File: config.mk
export PLATFORM = sky130hd
export DESIGN_NAME = double_buffer_audio_player_flat
export DESIGN_NICKNAME = d
export VERILOG_FILES = /design/src/dbap_pkg.sv /design/src/dbap_in_if.sv /design/src/dbap_out_if.sv /design/src/dbap_cfg_if.sv /design/src/dbap_front.sv /design/src/dbap_back.sv /design/src/double_buffer_audio_player.sv /design/src/flat_wrapper.sv
export SDC_FILE = /design/constraint.sdc
export NUM_CORES = 2
export LEC_CHECK = 0
export BUFFER_PORTS_ARGS = -buffer_cell sky130_fd_sc_hd__buf_2
export CAP_MARGIN = 20
export CORE_ASPECT_RATIO = 0.75
export CORE_MARGIN = 4
export CORE_UTILIZATION = 60
export DETAILED_ROUTE_END_ITERATION = 10
export GPL_TIMING_DRIVEN = 1
export PLACE_DENSITY = 0.77
export SLEW_MARGIN = 20
export SYNTH_ARGS = -nofsm -noshare
export SYNTH_HDL_FRONTEND = slang
export SYNTH_SLANG_ARGS = --single-unit
File: constraint.sdc
create_clock -name i_clk -period 5.8 [get_ports i_clk]
set_input_delay 1.16 -clock i_clk [delete_from_list [all_inputs] [get_ports i_clk]]
set_output_delay 1.16 -clock i_clk [all_outputs]
set_load 0.02 [all_outputs]
File: src/dbap_pkg.sv
`timescale 1ns / 1ps
// shared types and constants of the ping-pong audio playback buffer
package dbap_pkg;

    // command classes, coded as on the input channel
    typedef enum logic [2:0] {
        CMD_START = 3'd0,
        CMD_FILL  = 3'd1,
        CMD_EOS   = 3'd2,
        CMD_TICK  = 3'd3,
        CMD_TIME  = 3'd4,
        CMD_NOP   = 3'd5
    } t_cmd;

    typedef struct packed {
        t_cmd       cmd;
        logic [7:0] data_byte;
        logic       frame_end;
    } t_item;

    // playback state, one-hot
    typedef enum logic [2:0] {
        MODE_IDLE  = 3'b001,
        MODE_RUN   = 3'b010,
        MODE_DRAIN = 3'b100
    } t_mode;

    // play_mode codes on the result channel
    localparam logic [1:0] PLAY_IDLE  = 2'd0;
    localparam logic [1:0] PLAY_RUN   = 2'd1;
    localparam logic [1:0] PLAY_DRAIN = 2'd2;

    localparam logic [3:0]  DAC_CMD_NIBBLE = 4'h3;
    localparam logic [7:0]  PAD_BYTE       = 8'h80;
    localparam logic [15:0] MUTE_DELAY_RST = 16'd2000;
    localparam logic [15:0] COUNT_MAX      = 16'hFFFF;

    localparam int QUEUE_DEPTH = 2;
    localparam int QPTR_W      = $clog2(QUEUE_DEPTH);
    localparam int QCNT_W      = $clog2(QUEUE_DEPTH + 1);

endpackage

File: src/dbap_in_if.sv
`timescale 1ns / 1ps
// input item channel
interface dbap_in_if;
    logic       valid;
    logic       ready;
    logic [2:0] command;
    logic [7:0] data_byte;
    logic       frame_end;

    modport source (output valid, command, data_byte, frame_end, input ready);
    modport sink   (input valid, command, data_byte, frame_end, output ready);
endinterface

File: src/dbap_out_if.sv
`timescale 1ns / 1ps
// result item channel
interface dbap_out_if;
    logic        valid;
    logic        ready;
    logic        dac_valid;
    logic [15:0] dac_word;
    logic        byte_accepted;
    logic        play_finished;
    logic        amp_enabled;
    logic [1:0]  play_mode;
    logic [15:0] underflow_total;

    modport source (output valid, dac_valid, dac_word, byte_accepted, play_finished,
                    amp_enabled, play_mode, underflow_total, input ready);
    modport sink   (input valid, dac_valid, dac_word, byte_accepted, play_finished,
                    amp_enabled, play_mode, underflow_total, output ready);
endinterface

File: src/dbap_cfg_if.sv
`timescale 1ns / 1ps
// configuration write channel
interface dbap_cfg_if;
    logic        valid;
    logic        ready;
    logic [15:0] mute_delay_ticks;

    modport source (output valid, mute_delay_ticks, input ready);
    modport sink   (input valid, mute_delay_ticks, output ready);
endinterface

File: src/dbap_front.sv
`timescale 1ns / 1ps
// command decode and two-entry queue ahead of the playback engine
module dbap_front (
    input  logic             i_clk,
    input  logic             i_rst_n,
    dbap_in_if.sink          i_in,
    output logic             o_item_valid,
    output dbap_pkg::t_item  o_item,
    input  logic             i_item_pop
);

    dbap_pkg::t_item                    r_q [dbap_pkg::QUEUE_DEPTH];
    logic [dbap_pkg::QPTR_W-1:0]        r_wp;
    logic [dbap_pkg::QPTR_W-1:0]        r_rp;
    logic [dbap_pkg::QCNT_W-1:0]        r_cnt;
    logic [dbap_pkg::QCNT_W-1:0]        n_cnt;
    dbap_pkg::t_item                    item_in;
    logic                               push;
    logic                               pop;

    // unused codes become a no-op class
    always_comb begin
        item_in.data_byte = i_in.data_byte;
        item_in.frame_end = i_in.frame_end;
        if (i_in.command <= 3'(dbap_pkg::CMD_TIME)) begin
            item_in.cmd = dbap_pkg::t_cmd'(i_in.command);
        end else begin
            item_in.cmd = dbap_pkg::CMD_NOP;
        end
    end

    assign i_in.ready   = (r_cnt != dbap_pkg::QCNT_W'(dbap_pkg::QUEUE_DEPTH));
    assign push         = i_in.valid && i_in.ready;
    assign o_item_valid = (r_cnt != '0);
    assign pop          = i_item_pop && o_item_valid;
    assign o_item       = r_q[r_rp];

    always_comb begin
        n_cnt = r_cnt;
        if (push && !pop) begin
            n_cnt = r_cnt + dbap_pkg::QCNT_W'(1);
        end else if (pop && !push) begin
            n_cnt = r_cnt - dbap_pkg::QCNT_W'(1);
        end
    end

    always_ff @(posedge i_clk) begin
        if (!i_rst_n) begin
            r_wp  <= '0;
            r_rp  <= '0;
            r_cnt <= '0;
        end else begin
            r_cnt <= n_cnt;
            if (push) begin
                r_wp <= r_wp + dbap_pkg::QPTR_W'(1);
            end
            if (pop) begin
                r_rp <= r_rp + dbap_pkg::QPTR_W'(1);
            end
        end
    end

    always_ff @(posedge i_clk) begin
        if (push) begin
            r_q[r_wp] <= item_in;
        end
    end

endmodule

File: src/dbap_back.sv
`timescale 1ns / 1ps
// playback engine: frame state, sample store, result pipeline
module dbap_back #(
    parameter int FRAME_BYTES = 128,
    parameter int SAMPLE_BITS = 8
) (
    input  logic             i_clk,
    input  logic             i_rst_n,
    input  logic             i_item_valid,
    input  dbap_pkg::t_item  i_item,
    output logic             o_item_pop,
    dbap_cfg_if.sink         i_cfg,
    dbap_out_if.source       o_out
);

    localparam int BPS   = (SAMPLE_BITS >= 16) ? 2 : 1;
    localparam int IDX_W = $clog2(FRAME_BYTES);
    localparam int LEN_W = $clog2(FRAME_BYTES + 1);
    localparam int CHK_W = $clog2(FRAME_BYTES + 2 * BPS + 1);
    localparam int MEM_D = 2 ** (IDX_W + 1);
    localparam logic [LEN_W-1:0] FB_LEN = LEN_W'(FRAME_BYTES);
    localparam logic [CHK_W-1:0] FB_CHK = CHK_W'(FRAME_BYTES);
    localparam logic [CHK_W-1:0] STEP2  = CHK_W'(2 * BPS);
    localparam logic [IDX_W-1:0] STEP1  = IDX_W'(BPS);

    typedef struct packed {
        logic        dac_valid;
        logic        accepted;
        logic        finished;
        logic        amp;
        logic [1:0]  mode;
        logic [15:0] underflow;
        logic        pad_lo;
        logic        pad_hi;
    } t_stage;

    // frame and play state
    logic [15:0]          r_mute;
    logic [1:0]           r_ready, n_ready;
    logic [LEN_W-1:0]     r_len [2];
    logic [LEN_W-1:0]     n_len [2];
    logic                 r_ps, n_ps;
    logic [IDX_W-1:0]     r_pos, n_pos;
    logic                 r_fs, n_fs;
    logic [IDX_W-1:0]     r_fpos, n_fpos;
    logic [15:0]          r_uf, n_uf;
    dbap_pkg::t_mode      r_mode, n_mode;
    logic                 r_amp, n_amp;
    logic [15:0]          r_idle, n_idle;

    // sample store
    logic [7:0]           r_mem [MEM_D];
    logic [7:0]           r_rd_lo;
    logic [7:0]           r_rd_hi;
    logic                 mem_we;
    logic [IDX_W:0]       wr_addr;
    logic [IDX_W:0]       rd_addr_lo;
    logic [IDX_W:0]       rd_addr_hi;

    // pipeline
    logic                 fire;
    logic                 out_free;
    logic                 s2_adv;
    logic                 r_s2_valid;
    t_stage               r_s2, n_s2;
    logic                 r_out_valid;
    logic [15:0]          dac_word;
    logic [7:0]           b_lo, b_hi;
    logic [11:0]          sample12;

    // scratch
    logic [LEN_W-1:0]     fill_next;
    logic [LEN_W-1:0]     pos_next;
    logic [CHK_W-1:0]     pos_chk;
    logic [1:0]           mode_code;

    assign out_free   = !r_out_valid || o_out.ready;
    assign s2_adv     = r_s2_valid && out_free;
    assign fire       = i_item_valid && (!r_s2_valid || out_free);
    assign o_item_pop = fire;

    assign fill_next  = LEN_W'(r_fpos) + LEN_W'(1);
    assign pos_next   = LEN_W'(r_pos) + LEN_W'(1);
    assign pos_chk    = CHK_W'(r_pos) + STEP2;
    assign wr_addr    = {r_fs, r_fpos};
    assign rd_addr_lo = {r_ps, r_pos};
    assign rd_addr_hi = {r_ps, pos_next[IDX_W-1:0]};

    assign i_cfg.ready = 1'b1;

    // one item of work on the current state
    always_comb begin
        n_ready = r_ready;
        n_len   = r_len;
        n_ps    = r_ps;
        n_pos   = r_pos;
        n_fs    = r_fs;
        n_fpos  = r_fpos;
        n_uf    = r_uf;
        n_mode  = r_mode;
        n_amp   = r_amp;
        n_idle  = r_idle;
        mem_we  = 1'b0;
        n_s2    = '0;
        n_s2.pad_lo = (LEN_W'(r_pos) >= r_len[r_ps]);
        n_s2.pad_hi = (pos_next >= r_len[r_ps]);

        unique case (i_item.cmd)
            dbap_pkg::CMD_START: begin
                n_ready = 2'b00;
                n_ps    = 1'b0;
                n_pos   = '0;
                n_fpos  = '0;
                n_idle  = '0;
                n_amp   = 1'b1;
                n_mode  = dbap_pkg::MODE_RUN;
            end
            dbap_pkg::CMD_FILL: begin
                if (r_mode == dbap_pkg::MODE_RUN && !r_ready[r_fs]) begin
                    mem_we        = fire;
                    n_s2.accepted = 1'b1;
                    if (i_item.frame_end || fill_next >= FB_LEN) begin
                        n_len[r_fs]   = fill_next;
                        n_ready[r_fs] = 1'b1;
                        n_fs          = !r_fs;
                        n_fpos        = '0;
                    end else begin
                        n_fpos = fill_next[IDX_W-1:0];
                    end
                end
            end
            dbap_pkg::CMD_EOS: begin
                if (r_mode == dbap_pkg::MODE_RUN) begin
                    // close a partly filled frame
                    if (r_fpos != '0 && !r_ready[r_fs]) begin
                        n_len[r_fs]   = LEN_W'(r_fpos);
                        n_ready[r_fs] = 1'b1;
                        n_fs          = !r_fs;
                        n_fpos        = '0;
                    end
                    n_mode = dbap_pkg::MODE_DRAIN;
                end
            end
            dbap_pkg::CMD_TICK: begin
                if (r_mode != dbap_pkg::MODE_IDLE) begin
                    if (r_ready[r_ps]) begin
                        n_s2.dac_valid = 1'b1;
                        if (pos_chk > FB_CHK) begin
                            n_ready[r_ps] = 1'b0;
                            n_ps          = !r_ps;
                            n_pos         = '0;
                        end else begin
                            n_pos = r_pos + STEP1;
                        end
                    end else begin
                        // underflow: skip to the other frame
                        n_ps  = !r_ps;
                        n_pos = '0;
                        if (r_uf != dbap_pkg::COUNT_MAX) begin
                            n_uf = r_uf + 16'd1;
                        end
                    end
                end
            end
            dbap_pkg::CMD_TIME: begin
                if (r_mode == dbap_pkg::MODE_IDLE && r_idle != dbap_pkg::COUNT_MAX) begin
                    n_idle = r_idle + 16'd1;
                end
            end
            default: begin
            end
        endcase

        // drain completion takes precedence over the mute check
        if (i_item.cmd != dbap_pkg::CMD_EOS && n_mode == dbap_pkg::MODE_DRAIN &&
            n_ready == 2'b00) begin
            n_mode        = dbap_pkg::MODE_IDLE;
            n_idle        = '0;
            n_s2.finished = 1'b1;
        end else if (n_mode == dbap_pkg::MODE_IDLE && n_idle > r_mute) begin
            n_amp = 1'b0;
        end

        n_s2.amp       = n_amp;
        n_s2.mode      = mode_code;
        n_s2.underflow = n_uf;
    end

    always_comb begin
        unique case (n_mode)
            dbap_pkg::MODE_RUN:   mode_code = dbap_pkg::PLAY_RUN;
            dbap_pkg::MODE_DRAIN: mode_code = dbap_pkg::PLAY_DRAIN;
            default:              mode_code = dbap_pkg::PLAY_IDLE;
        endcase
    end

    always_ff @(posedge i_clk) begin
        if (!i_rst_n) begin
            r_mute  <= dbap_pkg::MUTE_DELAY_RST;
            r_ready <= 2'b00;
            r_len   <= '{default: '0};
            r_ps    <= 1'b0;
            r_pos   <= '0;
            r_fs    <= 1'b0;
            r_fpos  <= '0;
            r_uf    <= '0;
            r_mode  <= dbap_pkg::MODE_IDLE;
            r_amp   <= 1'b0;
            r_idle  <= '0;
        end else begin
            if (i_cfg.valid) begin
                r_mute <= i_cfg.mute_delay_ticks;
            end
            if (fire) begin
                r_ready <= n_ready;
                r_len   <= n_len;
                r_ps    <= n_ps;
                r_pos   <= n_pos;
                r_fs    <= n_fs;
                r_fpos  <= n_fpos;
                r_uf    <= n_uf;
                r_mode  <= n_mode;
                r_amp   <= n_amp;
                r_idle  <= n_idle;
            end
        end
    end

    // store write and registered two-byte read
    always_ff @(posedge i_clk) begin
        if (mem_we) begin
            r_mem[wr_addr] <= i_item.data_byte;
        end
        if (fire) begin
            r_rd_lo <= r_mem[rd_addr_lo];
            r_rd_hi <= r_mem[rd_addr_hi];
        end
    end

    always_ff @(posedge i_clk) begin
        if (!i_rst_n) begin
            r_s2_valid <= 1'b0;
        end else if (fire) begin
            r_s2_valid <= 1'b1;
        end else if (s2_adv) begin
            r_s2_valid <= 1'b0;
        end
    end

    always_ff @(posedge i_clk) begin
        if (fire) begin
            r_s2 <= n_s2;
        end
    end

    // sample formatting from the read data
    assign b_lo     = r_s2.pad_lo ? dbap_pkg::PAD_BYTE : r_rd_lo;
    assign b_hi     = r_s2.pad_hi ? dbap_pkg::PAD_BYTE : r_rd_hi;
    assign sample12 = (BPS == 2) ? {b_hi, b_lo[7:4]} : {b_lo, 4'h0};
    assign dac_word = r_s2.dac_valid ? {dbap_pkg::DAC_CMD_NIBBLE, sample12} : 16'h0000;

    always_ff @(posedge i_clk) begin
        if (!i_rst_n) begin
            r_out_valid <= 1'b0;
        end else if (s2_adv) begin
            r_out_valid <= 1'b1;
        end else if (o_out.ready) begin
            r_out_valid <= 1'b0;
        end
    end

    always_ff @(posedge i_clk) begin
        if (s2_adv) begin
            o_out.dac_valid       <= r_s2.dac_valid;
            o_out.dac_word        <= dac_word;
            o_out.byte_accepted   <= r_s2.accepted;
            o_out.play_finished   <= r_s2.finished;
            o_out.amp_enabled     <= r_s2.amp;
            o_out.play_mode       <= r_s2.mode;
            o_out.underflow_total <= r_s2.underflow;
        end
    end

    assign o_out.valid = r_out_valid;

`ifndef ASSERT_OFF
    a_idle_no_frames: assert property (@(posedge i_clk) disable iff (!i_rst_n)
        r_mode == dbap_pkg::MODE_IDLE |-> r_ready == 2'b00)
        else $error("frame flagged ready while idle");

    a_underflow_mono: assert property (@(posedge i_clk) disable iff (!i_rst_n)
        1'b1 |=> r_uf >= $past(r_uf))
        else $error("underflow count went down");

    a_stage_hold: assert property (@(posedge i_clk) disable iff (!i_rst_n)
        r_s2_valid && !out_free |=> r_s2_valid && $stable(r_s2))
        else $error("stalled stage overwritten");

    a_finish_idle: assert property (@(posedge i_clk) disable iff (!i_rst_n)
        r_s2_valid && r_s2.finished |-> r_s2.mode == dbap_pkg::PLAY_IDLE)
        else $error("finish reported without stopping");
`endif

endmodule

File: src/double_buffer_audio_player.sv
`timescale 1ns / 1ps
// ping-pong audio playback buffer, top level
//
// usage notes
// - i_in: one command per transfer (start, fill byte, end of stream,
//   sample tick, time tick); codes 5 to 7 only run the drain and mute checks
// - o_out: exactly one result transfer per input transfer, in order
// - i_cfg: writes mute_delay_ticks, always ready; write only with no
//   transfer in flight
// - path: a result passes the command queue, the engine stage and the output register
// - throughput: one item per cycle unless the receiver stalls; the engine takes one
//   queued item each cycle, set by the frame state that every item reads and updates in turn
// - reset: idle, amplifier muted, mute delay 2000, frames not ready,
//   sample store contents undefined until filled
// - receiver stall: the output register and the engine stage hold, then the
//   two-entry command queue fills and i_in.ready drops
module double_buffer_audio_player #(
    parameter int FRAME_BYTES = 128,
    parameter int SAMPLE_BITS = 8
) (
    input  logic        i_clk,
    input  logic        i_rst_n,
    dbap_in_if.sink     i_in,
    dbap_cfg_if.sink    i_cfg,
    dbap_out_if.source  o_out
);

    // queue head towards the engine
    logic            item_valid;
    dbap_pkg::t_item item;
    logic            item_pop;

    // front: decode and buffer commands
    dbap_front u_front (
        .i_clk        (i_clk),
        .i_rst_n      (i_rst_n),
        .i_in         (i_in),
        .o_item_valid (item_valid),
        .o_item       (item),
        .i_item_pop   (item_pop)
    );

    // back: frame state, sample store and result register
    dbap_back #(
        .FRAME_BYTES (FRAME_BYTES),
        .SAMPLE_BITS (SAMPLE_BITS)
    ) u_back (
        .i_clk        (i_clk),
        .i_rst_n      (i_rst_n),
        .i_item_valid (item_valid),
        .i_item       (item),
        .o_item_pop   (item_pop),
        .i_cfg        (i_cfg),
        .o_out        (o_out)
    );

endmodule

File: src/flat_wrapper.sv
// flat-port wrapper written by rule: the top's interface ports become plain ports
module double_buffer_audio_player_flat 
#(
    parameter int FRAME_BYTES = 128,
    parameter int SAMPLE_BITS = 8
)
  (i_clk, i_rst_n, i_in_valid, i_in_command, i_in_data_byte, i_in_frame_end, i_in_ready, i_cfg_valid, i_cfg_mute_delay_ticks, i_cfg_ready, o_out_valid, o_out_dac_valid, o_out_dac_word, o_out_byte_accepted, o_out_play_finished, o_out_amp_enabled, o_out_play_mode, o_out_underflow_total, o_out_ready);
  dbap_in_if i_in_i ();
  dbap_cfg_if i_cfg_i ();
  dbap_out_if o_out_i ();
  input  logic i_clk;
  input  logic i_rst_n;
  input wire logic [$bits(i_in_i.valid)-1:0] i_in_valid;
  input wire logic [$bits(i_in_i.command)-1:0] i_in_command;
  input wire logic [$bits(i_in_i.data_byte)-1:0] i_in_data_byte;
  input wire logic [$bits(i_in_i.frame_end)-1:0] i_in_frame_end;
  output wire logic [$bits(i_in_i.ready)-1:0] i_in_ready;
  input wire logic [$bits(i_cfg_i.valid)-1:0] i_cfg_valid;
  input wire logic [$bits(i_cfg_i.mute_delay_ticks)-1:0] i_cfg_mute_delay_ticks;
  output wire logic [$bits(i_cfg_i.ready)-1:0] i_cfg_ready;
  output wire logic [$bits(o_out_i.valid)-1:0] o_out_valid;
  output wire logic [$bits(o_out_i.dac_valid)-1:0] o_out_dac_valid;
  output wire logic [$bits(o_out_i.dac_word)-1:0] o_out_dac_word;
  output wire logic [$bits(o_out_i.byte_accepted)-1:0] o_out_byte_accepted;
  output wire logic [$bits(o_out_i.play_finished)-1:0] o_out_play_finished;
  output wire logic [$bits(o_out_i.amp_enabled)-1:0] o_out_amp_enabled;
  output wire logic [$bits(o_out_i.play_mode)-1:0] o_out_play_mode;
  output wire logic [$bits(o_out_i.underflow_total)-1:0] o_out_underflow_total;
  input wire logic [$bits(o_out_i.ready)-1:0] o_out_ready;
  assign i_in_i.valid = i_in_valid;
  assign i_in_i.command = i_in_command;
  assign i_in_i.data_byte = i_in_data_byte;
  assign i_in_i.frame_end = i_in_frame_end;
  assign i_in_ready = i_in_i.ready;
  assign i_cfg_i.valid = i_cfg_valid;
  assign i_cfg_i.mute_delay_ticks = i_cfg_mute_delay_ticks;
  assign i_cfg_ready = i_cfg_i.ready;
  assign o_out_valid = o_out_i.valid;
  assign o_out_dac_valid = o_out_i.dac_valid;
  assign o_out_dac_word = o_out_i.dac_word;
  assign o_out_byte_accepted = o_out_i.byte_accepted;
  assign o_out_play_finished = o_out_i.play_finished;
  assign o_out_amp_enabled = o_out_i.amp_enabled;
  assign o_out_play_mode = o_out_i.play_mode;
  assign o_out_underflow_total = o_out_i.underflow_total;
  assign o_out_i.ready = o_out_ready;
  double_buffer_audio_player #(.FRAME_BYTES(FRAME_BYTES), .SAMPLE_BITS(SAMPLE_BITS)) u_core (.i_clk(i_clk), .i_rst_n(i_rst_n), .i_in(i_in_i), .i_cfg(i_cfg_i), .o_out(o_out_i));
endmodule
### Word level (Yosys, flattened, before mapping)

Memory sizes are Yosys's and may differ from the RTL's. A register that Yosys moved wholly into a read port is not among the register bits.
Cells that the tools add are included.

* register bits after elaboration: 153
* memory bits (writable): 2072
* output and inout bits: 41
* memories: 2

* add/subtract/negate cells: 9
* $lt $le $gt $ge: 12
* equality and inequality tests: 21
* muxes and demuxes: 80
* bitwise gates (word level): 6
* reduce and logical (&&, ||, !) cells: 41

Memories
* u_core.u_back.r_mem: words 256, width 8, rd ports 1, clocked after memory_dff 1, wr ports 1, RTL line dbap_back.sv:52 `logic [7:0] r_mem [MEM_D];`
* u_core.u_front.r_q: words 2, width 12, rd ports 1, clocked after memory_dff 1, wr ports 1, RTL line dbap_front.sv:12 `dbap_pkg::t_item r_q [dbap_pkg::QUEUE_DEPTH];`

Operators by type and width (number)
* 2-to-1 mux 16 bit: 10
* one-hot mux 16 bit (2 select lines): 2
* 2-to-1 mux 7 bit: 7
* 2-to-1 mux 8 bit: 5
* adder 16 x 1 -> 16 bit, second input constant: 2
* bitwise mux 16 bit: 2
* inequality test 16 bit, second input constant: 2
* 2-to-1 mux 1 bit: 31
* one-hot mux 7 bit (3 select lines): 1
* 2-to-1 mux 2 bit: 9
* > comparator 16 bit: 1
* logical AND 1 bit: 15
* 2-to-1 mux 14 bit: 1
* one-hot mux 7 bit (2 select lines): 1
* == test 3 x 2 -> 1 bit, second input constant: 4
* inequality test 2 bit, second input constant: 6
* nonzero test 2 bit: 6
* == test 3 x 1 -> 1 bit, second input constant: 3
* == test 3 bit, second input constant: 3
* 2-to-1 mux 3 bit: 3
* adder 7 x 1 -> 8 bit, second input constant: 1
* adder 7 x 2 -> 8 bit, second input constant: 1
* demux 8 bit (select 1 bit): 1
* greater-or-equal comparator 7 x 8 -> 1 bit: 1
* 36 further kinds: 51

### Logic depth before layout (Yosys ltp)

* depth in word-level cells: 15
* mapped depth: 16
* gate-level depth less buffers: 16

### Modules after synthesis

From an unflattened synthesis, not the netlist that was laid out.

* cell total of the unflattened synthesis: 4678
* area, all modules: 88164.6 um2

Modules (own cells, without submodules)
* dbap_back: times used 1, cells an instance 4614, area an instance 87043.5 um2, sequential area each 65092.4 um2
* dbap_front: times used 1, cells an instance 64, area an instance 1121.1 um2, sequential area each 820.8 um2

### Worst setup path after synthesis

Ideal clock, no wire load.

* kind: register -> register
* start: register (tool-made name)
* end: register u_core.u_back.r_amp
* data arrival time: 3398 ps
* slack: 2311 ps
* stages on the path, launching flop included: 16
* cells stage by stage: dfxtp_1 > buf_2 > buf_2 > mux2_2 > nor2_1 > clkbuf_1 > clkbuf_1 > nor2_1 > ha_1 > a21oi_1 > nor2b_1 > o21ai_0 > nand2b_1 > a2111oi_0 > o22ai_1 > a311oi_1

RTL lines
* end signal: assignment: RTL line dbap_back.sv:223 `r_amp <= n_amp;`
* end: declaration: RTL line dbap_back.sv:48 `logic r_amp, n_amp;`

==> flow_metrics.tcl <==
set metrics [dict create \
    status "complete, no violations" \
    yosysSeqAreaShare_pct 74.8 \
    syn_area_um2 88100 \
    use_met1_pct 44.4 \
    grt_pass1_wl_mm 333 \
    routed_wirelength_mm 231 \
    yosysMostFrequentCell "edfxtp_1" \
    vdd_drop_max_uv 454 \
    synth_seq_cells 2226 \
    clk_path_buf_depth 3 \
    numPortBuffers 66 \
    critPathKind "register to register" \
    netlist_instances 4606 \
    post-route-util_pct 66.7 \
    max_freq_ghz 0.227 \
    final_cell_area_um2 97000 \
    required_ps 6260 \
    use_met2_pct 41.8 \
    wl_per_cell_um 33.7 \
    cts_resized 0 \
    p_total_mw 35.4 \
    fin_crit_ps 4400 \
    ant_nets 0 \
    cts.clk_slew.worst_paths_ps 60 \
    yosys-top-cells-count "edfxtp_1, mux4_2, nor2_1, mux2i_1, nand2_1" \
    fin_tns_setup_ps 0 \
    num_vias 47714 \
    ys.flop_type "edfxtp_1" \
    grt_start_max_net_pins 158 \
    post-cts-setup-buffers 0 \
    grt_use_met3_pct 10.6 \
    skew_ps 43.6 \
    yosysUniqueCellTypes 85 \
    core_um2 145000 \
    drtIter0Drc 8130 \
    synthArstFlopShare_pct 0 \
    period_share_pct 75.9 \
    row_count 121 \
    die_w_um 451 \
    start_util_pct 60.6 \
    p_leak_nw 29.6 \
    ctsRootBufferMaster "clkbuf_16" \
    setup_viol 0 \
    synth_top_area_share_pct 72.7 \
    globalplace.congestion 0.893 \
    slew_viol_final 0 \
    crit_arrival_ps 4860 \
    crit_path_end_kind "register" \
    clk_latency_ps 840 \
    place_area_um2 90600 \
    synth_top_area_cell "edfxtp_1" \
    via_per_inst 6.98 \
    final_layout_size_suffix_gt1_share_pct 20.3 \
    cts-htree-levels 4 \
    n_fill_cell 9117 \
    start_kind "register" \
    cap_violations 0 \
    nets 4768 \
    die_h_um 340 \
    hold_viol 0 \
    tightest_slew_ps 1220 \
    slew_headroom_pct 16.6 \
    crit_path_max_fanout 20 \
    synth-edff-count 2133 \
    grt.total_usage_pct 30.1 \
    dp_hpwl_mm 135 \
    first_pass_iters 7 \
    power.density_nw_per_um2 365 \
    grt_overflow 0 \
    syn_area_per_cell_um2 19.1 \
    multi_input_area_um2 20700 \
    cts_tree "built" \
    rsz0062_at_grt "no" \
    cts_hold_buffers 0 \
    synthTopCellsByArea "edfxtp_1, mux4_2, mux2i_1" \
    clkSinkCount 2226 \
    layoutNonFillerInstCount 6840 \
    drc_errors 0 \
    synthToLayoutAreaGrowth_pct 10.1 \
    yosys_warnings 0 \
    dp.cells 6473 \
    grt_pass1_vias 45842 \
    die-area_um2 153000 \
    cts-buffers-inserted 192 \
    antenna_found_initial 12 \
    busiest_layer "met1" \
    worstHoldPathType "register to register" \
    seq_area_um2 65900 \
    io_pins 74 \
]
cell type report:
| class | count | share of cell area [%] |
|---|---|---|
| Sequential cell | 2226 | 67.9 |
| Multi-Input combinational cell | 2072 | 21.3 |
| Clock buffer | 228 | 5.22 |
| Tap cell | 1968 | 2.54 |
| Timing Repair Buffer | 176 | 1.53 |
| Clock inverter | 127 | 1.28 |
| Inverter | 34 | 0.134 |
| Antenna cell | 9 | 0.0232 |
registers in the layout (all words and copies together), names as in the netlist, 2 cells and up, named ones only:
name / flops
u_core.u_back.r_idle: 16
u_core.u_back.o_out.dac_word: 9
u_core.u_front.r_cnt: 2
u_core.u_back.o_out.underflow_total: 16
u_core.u_back.r_len: 16
u_core.u_back.r_s2: 23
u_core.u_back.r_uf: 16
u_core.u_front.r_q: 24
u_core.u_back.r_mute: 16
u_core.u_back.r_mode: 3
u_core.u_back.r_ready: 2
u_core.u_back.r_fpos: 7
u_core.u_back.r_mem: 2048
u_core.u_back.o_out.play_mode: 2
u_core.u_back.r_rd_lo: 8
u_core.u_back.r_pos: 7
kinds of logic after synthesis:
group                      count (synthesis)  synth area share [%]
AOI/OAI and AO/OA                        467                  3.69
xor gates and xnor gates                  48                 0.477
adders and majority gates                 33                 0.468
buffers and inverters                    313                  1.97
DFF                                     2226                  74.8
muxes                                    711                  14.5
other                                      2               0.00852
and+or+nand+nor                          806                  4.06
metal layers:
metal	share of wire, %	routed length, um
met3	15	34400
met2	44	101000
met4	4.0	9130
met5	0.034	78
met1	37	86300
report_power, final:
group          switching, mW  internal, mW  leakage, nW  total (mW)
logic                   2.49         0.395         6.52        2.88
registers              0.109          19.4         20.0        19.5
clock network           5.82          7.19         3.08        13.0
total                   8.42          27.0         29.6        35.4
metrics by stage:
stage	setup WS [ps]	hold slack [ps]
3_5_place_dp	1410	405
6_report	1400	418
4_1_cts	1610	419
5_1_grt	1210	426
3_3_place_gp	1490	404
2_1_floorplan	2310	400
worst max-delay path: stages, from the launching register on:
cell and delay [ps]:
dfxtp_1 310, buf_4 330, nor4bb_1 370, o211a_1 280, nand3_1 250, nor2_1 840
nand2_1 750, nor2_1 880
final timing paths:
path,start,endpoint,slack (ps),cells past startpoint
setup reg to reg,register,u_core.u_back.r_mem[167][5]$_DFFE_PP_,1400,7
setup / recovery,register,u_core.u_back.r_mem[167][5]$_DFFE_PP_,1400,7
hold / removal,u_core.u_back.r_s2[5]$_DFFE_PP_,u_core.u_back.o_out.underflow_total[3]$_DFFE_PP_,420,0
hold reg to reg,u_core.u_back.r_s2[5]$_DFFE_PP_,u_core.u_back.o_out.underflow_total[3]$_DFFE_PP_,420,0
layout by cell type, fill, tap and decap left out, drive strengths merged, types with 11 or more instances in the layout:
master / instances
edfxtp: 2133
mux4: 453
nor2: 410
mux2i: 236
clkbuf: 228
buf: 176
nand2: 170
a21oi: 96
dfxtp: 93
clkinv: 92
o21ai: 60
nand3: 54
a22oi: 49
o22ai: 40
inv: 40
o221ai: 36
nor3: 35
a211oi: 34
ha: 33
a221oi: 27
xnor2: 25
xor2: 23
mux2: 22
bufinv: 21
or3: 18
nand4: 17
o211ai: 17
nor2b: 17
and2: 15
a2111oi: 14
nand2b: 12
a22o: 12
o21a: 11
nor4: 11
Power figures use the tool's default switching activity.
